$ cat config.mk
export PLATFORM = sky130hd
export DESIGN_NAME = keystroke_timing_anomaly_detector
export DESIGN_NICKNAME = d
export VERILOG_FILES = /design/src/rtl/kta_pkg.sv /design/src/rtl/kta_ctrl.sv /design/src/rtl/kta_datapath.sv /design/src/rtl/keystroke_timing_anomaly_detector.sv
export SDC_FILE = /design/constraint.sdc
export NUM_CORES = 2
export LEC_CHECK = 0
export ABC_AREA = 1
export BUFFER_PORTS_ARGS = -buffer_cell sky130_fd_sc_hd__buf_2
export CAP_MARGIN = 20
export CORE_MARGIN = 4
export CORE_UTILIZATION = 35
export CTS_CLUSTER_DIAMETER = 200
export CTS_CLUSTER_SIZE = 25
export DETAILED_ROUTE_END_ITERATION = 16
export GPL_TIMING_DRIVEN = 0
export HOLD_SLACK_MARGIN = 0.1
export PLACE_DENSITY = 0.56
export SYNTH_ARGS = -nofsm -noshare
export SYNTH_HDL_FRONTEND = slang
export SYNTH_SLANG_ARGS = --single-unit
export TNS_END_PERCENT = 100
$ cat constraint.sdc
create_clock -name aclk -period 10 [get_ports aclk]
set_input_delay 0.5 -clock aclk [delete_from_list [all_inputs] [get_ports aclk]]
set_output_delay 0.5 -clock aclk [all_outputs]
set_load 0.005 [all_outputs]
$ cat src/rtl/kta_pkg.sv
// shared types, register codes and reset values for the keystroke timing anomaly detector
package kta_pkg;

    localparam int CFG_IDX_W  = 3;
    localparam int CFG_DATA_W = 10;

    // register index codes
    localparam logic [CFG_IDX_W-1:0] CFG_IDX_FAST_MS      = 3'd0;
    localparam logic [CFG_IDX_W-1:0] CFG_IDX_FAST_LIMIT   = 3'd1;
    localparam logic [CFG_IDX_W-1:0] CFG_IDX_SIM_TOL      = 3'd2;
    localparam logic [CFG_IDX_W-1:0] CFG_IDX_SIM_LIMIT    = 3'd3;
    localparam logic [CFG_IDX_W-1:0] CFG_IDX_MIN_HISTORY  = 3'd4;
    localparam logic [CFG_IDX_W-1:0] CFG_IDX_HELD_LIMIT   = 3'd5;
    localparam logic [CFG_IDX_W-1:0] CFG_IDX_EJECT_EN     = 3'd6;

    // register reset values
    localparam logic [9:0] RST_FAST_MS     = 10'd12;
    localparam logic [3:0] RST_FAST_LIMIT  = 4'd8;
    localparam logic [9:0] RST_SIM_TOL     = 10'd5;
    localparam logic [3:0] RST_SIM_LIMIT   = 4'd5;
    localparam logic [3:0] RST_MIN_HISTORY = 4'd5;
    localparam logic [7:0] RST_HELD_LIMIT  = 8'd3;
    localparam logic       RST_EJECT_EN    = 1'b0;

    localparam logic [15:0] INTERVAL_SAT = 16'hFFFF;
    localparam logic [7:0]  REPEAT_SAT   = 8'hFF;

    typedef struct packed {
        logic [9:0] fast_interval_ms;
        logic [3:0] fast_count_limit;
        logic [9:0] similar_tolerance_ms;
        logic [3:0] similar_count_limit;
        logic [3:0] min_history;
        logic [7:0] held_repeat_limit;
        logic       eject_enable;
    } cfg_t;

    typedef enum logic [2:0] {
        ST_IDLE,
        ST_UPDATE,
        ST_ISSUE,
        ST_DRAIN,
        ST_EMIT
    } state_t;

    typedef struct packed {
        logic capture;
        logic update;
        logic issue;
        logic emit;
    } cmd_t;

    typedef struct packed {
        logic walk_last;
        logic out_free;
    } sts_t;

endpackage

$ cat src/rtl/kta_ctrl.sv
// controller state machine: accept, slot update, window walk, result hand-off
module kta_ctrl (
    input  logic           aclk,
    input  logic           aresetn,
    input  logic           s_valid,
    output logic           s_ready,
    input  kta_pkg::sts_t  sts,
    output kta_pkg::cmd_t  cmd
);
    import kta_pkg::*;

    state_t state_reg;
    state_t state_next;

    always_ff @(posedge aclk) begin
        if (!aresetn) begin
            state_reg <= ST_IDLE;
        end else begin
            state_reg <= state_next;
        end
    end

    always_comb begin
        state_next  = state_reg;
        cmd         = '0;
        s_ready     = 1'b0;
        unique case (state_reg)
            ST_IDLE: begin
                s_ready = 1'b1;
                if (s_valid) begin
                    cmd.capture = 1'b1;
                    state_next  = ST_UPDATE;
                end
            end
            ST_UPDATE: begin
                cmd.update = 1'b1;
                state_next = ST_ISSUE;
            end
            ST_ISSUE: begin
                cmd.issue = 1'b1;
                if (sts.walk_last) begin
                    state_next = ST_DRAIN;
                end
            end
            ST_DRAIN: begin
                // last read lands in the accumulators here
                state_next = ST_EMIT;
            end
            ST_EMIT: begin
                if (sts.out_free) begin
                    cmd.emit   = 1'b1;
                    state_next = ST_IDLE;
                end
            end
            default: begin
                state_next = ST_IDLE;
            end
        endcase
    end

endmodule

$ cat src/rtl/kta_datapath.sv
// datapath: per-slot state, interval history memory, window accumulators, result register
module kta_datapath #(
    parameter int DEVICE_SLOTS  = 4,
    parameter int HISTORY_DEPTH = 10
) (
    input  logic                aclk,
    input  logic                aresetn,
    input  kta_pkg::cmd_t       cmd,
    output kta_pkg::sts_t       sts,
    input  kta_pkg::cfg_t       cfg,
    input  logic [1:0]          s_device_slot,
    input  logic [7:0]          s_key_code,
    input  logic [31:0]         s_time_ms,
    input  logic                m_ready,
    output logic                m_valid,
    output logic                m_suspicious,
    output logic [3:0]          m_fast_count,
    output logic                m_regular_timing,
    output logic                m_eject_request,
    output logic [15:0]         m_interval_ms,
    output logic [7:0]          m_repeat_count
);
    import kta_pkg::*;

    localparam int SW        = (DEVICE_SLOTS > 1) ? $clog2(DEVICE_SLOTS) : 1;
    localparam int IW        = $clog2(HISTORY_DEPTH);
    localparam int FW        = $clog2(HISTORY_DEPTH + 1);
    localparam int MEM_DEPTH = 2 ** (SW + IW);

    // captured item
    logic [SW-1:0]  slot_reg;
    logic [7:0]     key_reg;
    logic [31:0]    time_reg;

    // per-slot state
    logic [31:0]    last_time_reg [DEVICE_SLOTS];
    logic           seen_reg      [DEVICE_SLOTS];
    logic [7:0]     last_key_reg  [DEVICE_SLOTS];
    logic [7:0]     rep_cnt_reg   [DEVICE_SLOTS];
    logic [FW-1:0]  fill_reg      [DEVICE_SLOTS];
    logic [IW-1:0]  head_reg      [DEVICE_SLOTS];

    // interval history, one ring of HISTORY_DEPTH per slot
    logic [15:0]    hist_mem [MEM_DEPTH];
    logic [15:0]    rd_data_reg;
    logic           rd_pend_reg;

    // walk state
    logic [15:0]    iv_reg;
    logic [7:0]     rep_reg;
    logic           check_reg;
    logic [FW-1:0]  n_reg;
    logic [IW-1:0]  ptr_reg;
    logic [FW-1:0]  walk_cnt_reg;
    logic [FW-1:0]  fast_cnt_reg;
    logic [FW-1:0]  sim_cnt_reg;
    logic [15:0]    prev_reg;
    logic           first_reg;

    // result register
    logic           m_valid_reg;
    logic           sus_reg;
    logic [3:0]     fast_out_reg;
    logic           regular_reg;
    logic           eject_reg;
    logic [15:0]    iv_out_reg;
    logic [7:0]     rep_out_reg;

    logic [SW-1:0]  slot_wrapped;
    logic [31:0]    diff;
    logic [15:0]    iv_new;
    logic [7:0]     rep_new;
    logic           full;
    logic [IW-1:0]  wr_idx;
    logic [FW-1:0]  fill_new;
    logic [IW-1:0]  head_new;
    logic [IW-1:0]  head_inc;
    logic [IW-1:0]  ptr_inc;
    logic [15:0]    abs_diff;
    logic           is_fast;
    logic           is_similar;
    logic           regular;
    logic           suspicious;

    // slot number wraps modulo the slot count, at most three subtractions
    always_comb begin
        logic [4:0] v;
        v = {3'b000, s_device_slot};
        for (int k = 0; k < 3; k++) begin
            if (v >= 5'(DEVICE_SLOTS)) begin
                v = v - 5'(DEVICE_SLOTS);
            end
        end
        slot_wrapped = v[SW-1:0];
    end

    always_ff @(posedge aclk) begin
        if (cmd.capture) begin
            slot_reg <= slot_wrapped;
            key_reg  <= s_key_code;
            time_reg <= s_time_ms;
        end
    end

    // interval, repeat count and ring position for the captured slot
    always_comb begin
        diff   = time_reg - last_time_reg[slot_reg];
        iv_new = (!seen_reg[slot_reg] || (diff[31:16] != 16'd0)) ? INTERVAL_SAT : diff[15:0];
        if (key_reg == last_key_reg[slot_reg]) begin
            rep_new = (rep_cnt_reg[slot_reg] != REPEAT_SAT)
                      ? rep_cnt_reg[slot_reg] + 8'd1 : rep_cnt_reg[slot_reg];
        end else begin
            rep_new = 8'd0;
        end
        full     = (fill_reg[slot_reg] == FW'(HISTORY_DEPTH));
        head_inc = (head_reg[slot_reg] == IW'(HISTORY_DEPTH - 1))
                   ? '0 : head_reg[slot_reg] + IW'(1);
        wr_idx   = full ? head_reg[slot_reg] : fill_reg[slot_reg][IW-1:0];
        fill_new = full ? fill_reg[slot_reg] : fill_reg[slot_reg] + FW'(1);
        head_new = full ? head_inc : head_reg[slot_reg];
    end

    always_ff @(posedge aclk) begin
        if (!aresetn) begin
            for (int i = 0; i < DEVICE_SLOTS; i++) begin
                last_time_reg[i] <= '0;
                seen_reg[i]      <= 1'b0;
                last_key_reg[i]  <= '0;
                rep_cnt_reg[i]   <= '0;
                fill_reg[i]      <= '0;
                head_reg[i]      <= '0;
            end
        end else if (cmd.update) begin
            for (int i = 0; i < DEVICE_SLOTS; i++) begin
                if (SW'(i) == slot_reg) begin
                    last_time_reg[i] <= time_reg;
                    seen_reg[i]      <= 1'b1;
                    last_key_reg[i]  <= key_reg;
                    rep_cnt_reg[i]   <= rep_new;
                    fill_reg[i]      <= fill_new;
                    head_reg[i]      <= head_new;
                end
            end
        end
    end

    always_ff @(posedge aclk) begin
        if (cmd.update) begin
            hist_mem[{slot_reg, wr_idx}] <= iv_new;
        end
    end

    always_ff @(posedge aclk) begin
        if (cmd.issue) begin
            rd_data_reg <= hist_mem[{slot_reg, ptr_reg}];
        end
    end

    // window walk, oldest entry first
    always_comb begin
        ptr_inc    = (ptr_reg == IW'(HISTORY_DEPTH - 1)) ? '0 : ptr_reg + IW'(1);
        abs_diff   = (rd_data_reg > prev_reg) ? rd_data_reg - prev_reg : prev_reg - rd_data_reg;
        is_fast    = rd_data_reg < {6'd0, cfg.fast_interval_ms};
        is_similar = !first_reg && (abs_diff <= {6'd0, cfg.similar_tolerance_ms});
        sts.walk_last = (walk_cnt_reg == n_reg - FW'(1));
        sts.out_free  = !m_valid_reg || m_ready;
    end

    always_ff @(posedge aclk) begin
        if (!aresetn) begin
            rd_pend_reg  <= 1'b0;
            n_reg        <= '0;
            walk_cnt_reg <= '0;
            fast_cnt_reg <= '0;
            sim_cnt_reg  <= '0;
            first_reg    <= 1'b1;
        end else begin
            rd_pend_reg <= cmd.issue;
            if (cmd.update) begin
                iv_reg       <= iv_new;
                rep_reg      <= rep_new;
                check_reg    <= rep_new < cfg.held_repeat_limit;
                n_reg        <= fill_new;
                ptr_reg      <= head_new;
                walk_cnt_reg <= '0;
                fast_cnt_reg <= '0;
                sim_cnt_reg  <= '0;
                first_reg    <= 1'b1;
            end else begin
                if (cmd.issue) begin
                    ptr_reg      <= ptr_inc;
                    walk_cnt_reg <= walk_cnt_reg + FW'(1);
                end
                if (rd_pend_reg) begin
                    fast_cnt_reg <= fast_cnt_reg + FW'(is_fast);
                    sim_cnt_reg  <= sim_cnt_reg + FW'(is_similar);
                    prev_reg     <= rd_data_reg;
                    first_reg    <= 1'b0;
                end
            end
        end
    end

    always_comb begin
        regular    = check_reg && (8'(n_reg) >= 8'(cfg.min_history))
                     && (8'(sim_cnt_reg) >= 8'(cfg.similar_count_limit));
        suspicious = check_reg
                     && ((8'(fast_cnt_reg) >= 8'(cfg.fast_count_limit)) || regular);
    end

    always_ff @(posedge aclk) begin
        if (!aresetn) begin
            m_valid_reg <= 1'b0;
        end else if (cmd.emit) begin
            m_valid_reg <= 1'b1;
        end else if (m_ready) begin
            m_valid_reg <= 1'b0;
        end
    end

    always_ff @(posedge aclk) begin
        if (cmd.emit) begin
            sus_reg      <= suspicious;
            fast_out_reg <= 4'(fast_cnt_reg);
            regular_reg  <= regular;
            eject_reg    <= suspicious && cfg.eject_enable;
            iv_out_reg   <= iv_reg;
            rep_out_reg  <= rep_reg;
        end
    end

    assign m_valid          = m_valid_reg;
    assign m_suspicious     = sus_reg;
    assign m_fast_count     = fast_out_reg;
    assign m_regular_timing = regular_reg;
    assign m_eject_request  = eject_reg;
    assign m_interval_ms    = iv_out_reg;
    assign m_repeat_count   = rep_out_reg;

`ifndef SYNTHESIS
    a_fast_within_window: assert property (@(posedge aclk) disable iff (!aresetn)
        fast_cnt_reg <= n_reg)
        else $error("fast count exceeds window fill");

    a_pairs_within_window: assert property (@(posedge aclk) disable iff (!aresetn)
        (sim_cnt_reg < n_reg) || (sim_cnt_reg == '0))
        else $error("similar pair count exceeds window pairs");

    a_no_read_at_emit: assert property (@(posedge aclk) disable iff (!aresetn)
        cmd.emit |-> !rd_pend_reg && !cmd.issue)
        else $error("result formed with a history read outstanding");

    a_walk_covers_fill: assert property (@(posedge aclk) disable iff (!aresetn)
        cmd.emit |-> (walk_cnt_reg == n_reg))
        else $error("window walk did not cover the whole fill");
`endif

endmodule

$ cat src/rtl/keystroke_timing_anomaly_detector.sv
// top level: configuration registers, controller and datapath
// after an item is accepted the controller runs the slot update, a walk over the slot's window
// at one history read per cycle, a drain step and the emit step, after which m_valid is registered;
// a new item is taken only once the result is handed off; a result held off by m_ready adds its wait
// reset: synchronous active-low aresetn restores register defaults and clears per-slot state;
// history memory is not cleared, entries are only read after being written
module keystroke_timing_anomaly_detector #(
    parameter int DEVICE_SLOTS  = 4,
    parameter int HISTORY_DEPTH = 10
) (
    input  logic                              aclk,
    input  logic                              aresetn,
    input  logic                              cfg_we,
    input  logic [kta_pkg::CFG_IDX_W-1:0]     cfg_addr,
    input  logic [kta_pkg::CFG_DATA_W-1:0]    cfg_wdata,
    input  logic                              s_valid,
    output logic                              s_ready,
    input  logic [1:0]                        s_device_slot,
    input  logic [7:0]                        s_key_code,
    input  logic [31:0]                       s_time_ms,
    output logic                              m_valid,
    input  logic                              m_ready,
    output logic                              m_suspicious,
    output logic [3:0]                        m_fast_count,
    output logic                              m_regular_timing,
    output logic                              m_eject_request,
    output logic [15:0]                       m_interval_ms,
    output logic [7:0]                        m_repeat_count
);
    import kta_pkg::*;

    cfg_t cfg_reg;
    cmd_t cmd;
    sts_t sts;

    always_ff @(posedge aclk) begin
        if (!aresetn) begin
            cfg_reg.fast_interval_ms     <= RST_FAST_MS;
            cfg_reg.fast_count_limit     <= RST_FAST_LIMIT;
            cfg_reg.similar_tolerance_ms <= RST_SIM_TOL;
            cfg_reg.similar_count_limit  <= RST_SIM_LIMIT;
            cfg_reg.min_history          <= RST_MIN_HISTORY;
            cfg_reg.held_repeat_limit    <= RST_HELD_LIMIT;
            cfg_reg.eject_enable         <= RST_EJECT_EN;
        end else if (cfg_we) begin
            unique case (cfg_addr)
                CFG_IDX_FAST_MS:     cfg_reg.fast_interval_ms     <= cfg_wdata;
                CFG_IDX_FAST_LIMIT:  cfg_reg.fast_count_limit     <= cfg_wdata[3:0];
                CFG_IDX_SIM_TOL:     cfg_reg.similar_tolerance_ms <= cfg_wdata;
                CFG_IDX_SIM_LIMIT:   cfg_reg.similar_count_limit  <= cfg_wdata[3:0];
                CFG_IDX_MIN_HISTORY: cfg_reg.min_history          <= cfg_wdata[3:0];
                CFG_IDX_HELD_LIMIT:  cfg_reg.held_repeat_limit    <= cfg_wdata[7:0];
                CFG_IDX_EJECT_EN:    cfg_reg.eject_enable         <= cfg_wdata[0];
                default: begin
                    // unused index, write dropped
                end
            endcase
        end
    end

    kta_ctrl u_ctrl (
        .aclk    (aclk),
        .aresetn (aresetn),
        .s_valid (s_valid),
        .s_ready (s_ready),
        .sts     (sts),
        .cmd     (cmd)
    );

    kta_datapath #(
        .DEVICE_SLOTS  (DEVICE_SLOTS),
        .HISTORY_DEPTH (HISTORY_DEPTH)
    ) u_datapath (
        .aclk             (aclk),
        .aresetn          (aresetn),
        .cmd              (cmd),
        .sts              (sts),
        .cfg              (cfg_reg),
        .s_device_slot    (s_device_slot),
        .s_key_code       (s_key_code),
        .s_time_ms        (s_time_ms),
        .m_ready          (m_ready),
        .m_valid          (m_valid),
        .m_suspicious     (m_suspicious),
        .m_fast_count     (m_fast_count),
        .m_regular_timing (m_regular_timing),
        .m_eject_request  (m_eject_request),
        .m_interval_ms    (m_interval_ms),
        .m_repeat_count   (m_repeat_count)
    );

endmodule
==> impl_metrics.ini <==
[flow_run]
maxCapViolations = 0

[logic_synthesis]
synthMuxAreaShare_pct = 0
synth.cell_area_um2 = 61030
synthAdderAreaFrac_pct = 2.333
ys_types = 58
synth_edf_count = 1383
syn_nets = 5231
synthCells = 5059
syn_avg_cell_area_um2 = 12.06
ys.flop_type = edfxtp_1
ys_async_sr_fraction_pct = 0
ys_warn_count = 0
synth-seq-area-share_pct = 70.28
synth_top_family_by_area = simple AND/OR/NAND/NOR gates
yosys.area.top_type = edfxtp_1
synth_xor_xnor_area_share_pct = 0.6028
synth_top_area_share_pct = 68.05
synth-compound-area-share_pct = 10.94
synth_seq_cells = 1451
yosys-top-cells-area = edfxtp_1 68%, nand2_1 4.9%, o21ai_0 4.6%
yosys.area_share.simple_pct = 12.12

[min_path]
hp-class = in2reg
hp-start = s_valid
min_delay_path_depth = 4

[detailed_routing]
wl_per_cell_um = 27.84
ant_nets = 0
drc = 0
vias = 42990
first_pass_iters = 7
wirelength_mm = 213.4
drt-initial-drc-count = 5594
viasPerCell = 5.610

[timing]
finalHoldWorstSlack_ns = 0.1408
tightestPinTransition_ns = 1.237
report.final.hold_viol_count = 0
fin_skew_ns = 0.05497
max_freq_mhz = 168.7
slew_violations = 0
relSlewSlack_pct = 17.52
post-route-period-util_pct = 59.29
setup-tns-final_ns = 0
finalSetupViolations = 0
rsz0062_at_grt = no
finalWorstPathRequiredPeriod_ns = 5.929

[die]
core_um2 = 172500
die_h_um = 425.6
die_area_um2 = 181100
start_util_pct = 35.38
ios = 93
row_count = 152
die_x_um = 425.6

[global_routing]
grt_use_total_pct = 22.93
gr-total-overflow = 0
grt_pass1_wl_mm = 298.0
grt_pass1_vias = 40370
antenna_found_initial = 5
grt_max_degree = 66

[setup_path]
worst-endpoint-arrival_ns = 6.36
rrSetupSlack_ns = 4.07
cp_data_required_time_ns = 10.43
crit_fanout = 38
r2r_end = u_datapath.hist_mem[13][9]
cp-end-kind = register
setup.worst_path.class = reg2reg
reg2reg_depth = 24
cp-start-kind = register

[cells_and_area]
area_growth_pct = 12.72
drive_above_1_share_pct = 8.486
largest_register_ffs = 1024
layout.nets = 5503

[cts]
clock_latency_ns = 0.74
cts_tree = yes
htree_levels = 3
clk_path_buf_depth = 3
cts.clk_slew.worst_paths_ns = 0.10
cts-root-buf = clkbuf_16
clock_sinks = 1451
cts-buffers-inserted = 68

[placement]
port_buffers = 91
dp_hpwl_mm = 145.7
routabilityCongestion = 0.9776

[pwr]
irDropWorstVdd_uv = 139.1
cellLeakagePower_nw = 25.72
powerDensity_nw_per_um2 = 197.7

[outcome]
status = finished clean
worst max-delay path, stage by stage, from the launching register on:
cell and delay [ns]:
dfxtp_1 0.32, buf_6 0.14, inv_6 0.07, buf_8 0.15
buf_8 0.15, buf_6 0.15, buf_4 0.21, clkbuf_1 0.66
nand2_1 0.11, a32o_1 0.26, ha_1 0.35, a21oi_1 0.22
o21ai_0 0.19, a21oi_1 0.27, nor2_1 0.09, nor2_1 0.12
nand2_1 0.07, nand2_1 0.06, nand2_1 0.05, nor2_1 0.08
nand2_1 0.07, nor2_2 0.64, buf_6 0.33, nand3_4 0.42
buf_12 0.36
through the flow:
step / util, % / cells / power, mW / instance area, um2 / setup WS, ns
floorplan: - / 5059 / 8.987 / 61030 / 4.539
detailed placement: 38.49 / 7522 / 10.40 / 66400 / 4.225
global route: 39.87 / 7660 / 14.09 / 68780 / 3.749
CTS: 39.86 / 7659 / 13.54 / 68760 / 4.195
finish: 39.88 / 7664 / 13.60 / 68790 / 4.071
global placement: 37.32 / 7460 / 10.28 / 64370 / 0.1650
power by group:
part / internal (mW) / switching, mW
clock network: 1.30 / 1.92
logic: 0.900 / 2.57
registers: 6.82 / 0.0942
placed cells by master, fill, tap and decap left out, types with 10 or more instances in the layout:
cell,n
buf_8,10
o211ai_1,35
nand2_2,22
ha_1,109
nand3_4,16
clkbuf_1,191
a22oi_1,85
xor2_1,24
nor2_1,611
clkbuf_16,70
o21bai_1,10
nor2_4,57
nor2_2,18
dfxtp_1,68
nand4_1,32
inv_1,287
o21ai_0,555
nor3_1,19
a21oi_1,159
dlygate4sd3_1,48
buf_16,32
buf_2,143
a32o_1,29
xnor2_1,18
buf_12,18
buf_4,11
edfxtp_1,1383
nand3_1,208
o2111ai_1,58
buf_1,14
a221oi_1,111
inv_2,12
nand2_1,800
final cells by class:
class / instances / area [um2]
flip-flops and latches: 1451 / 42890
inverters: 304 / 1149
clock inverters: 6 / 85.08
repair buffers: 202 / 2342
fillers: 16420 / 103700
well taps: 2310 / 2890
plain buffers: 260 / 1126
clock buffers: 83 / 1800
multi-input cells: 3044 / 16490
diodes: 4 / 10.01
worst max path at each step:
stage | from | end | cells after the start
floorplan | u_datapath.slot_reg[0] | u_datapath.fill_reg[0][0] | 3
global placement | u_datapath.slot_reg[0] | u_datapath.last_time_reg[2][23] | 3
detailed placement | register | u_datapath.hist_mem[14][9] | 21
CTS | register | u_datapath.hist_mem[41][9] | 24
global route | register | u_datapath.hist_mem[15][9] | 24
finish | register | u_datapath.hist_mem[13][9] | 24
synth_stat cells (all sizes together) (2+ instances only):
master	n
a31oi	5
o22ai	6
o211ai	35
nor2	686
nor3	21
a32o	29
dfxtp	68
or2	5
nand3b	3
nand2	823
inv	301
nand3	231
edfxtp	1383
xor2	24
o2111ai	58
a32oi	5
ha	109
buf	80
and2	2
clkinv	3
a21o	2
o21ai	568
o21bai	10
a22oi	85
a21oi	160
fa	3
xnor2	18
nand4	32
a21boi	3
a221oi	111
clkbuf	180
nor4	2
o21a	4
kinds of logic (layout without fill, tap and decap cells):
family                     count (synthesis)  after routing
buffers and inverters                    564            855
xor gates and xnor gates                  42             42
other                                      0              4
and+or+nand+nor                         1805           1805
AOI/OAI and AO/OA                       1085           1085
DFF                                     1451           1451
adders and majority gates                112            112
routing by layer:
layer  part of all wire (%)  global-route usage [%]  vias up
li1                       -                       -    18730
met5                  0.059                  0.4839        -
met2                     45                   35.73     2223
met4                    4.9                   9.716        2
met3                     10                   5.418      415
met1                     40                   30.65    21630
repair_timing:
item	4_1_cts	5_1_grt
buffers inserted	0	0
gates resized for setup	0	0
hold endpoints to repair	51	0
hold buffers	48	0
Note: power is estimated with default switching activity, not from simulation.
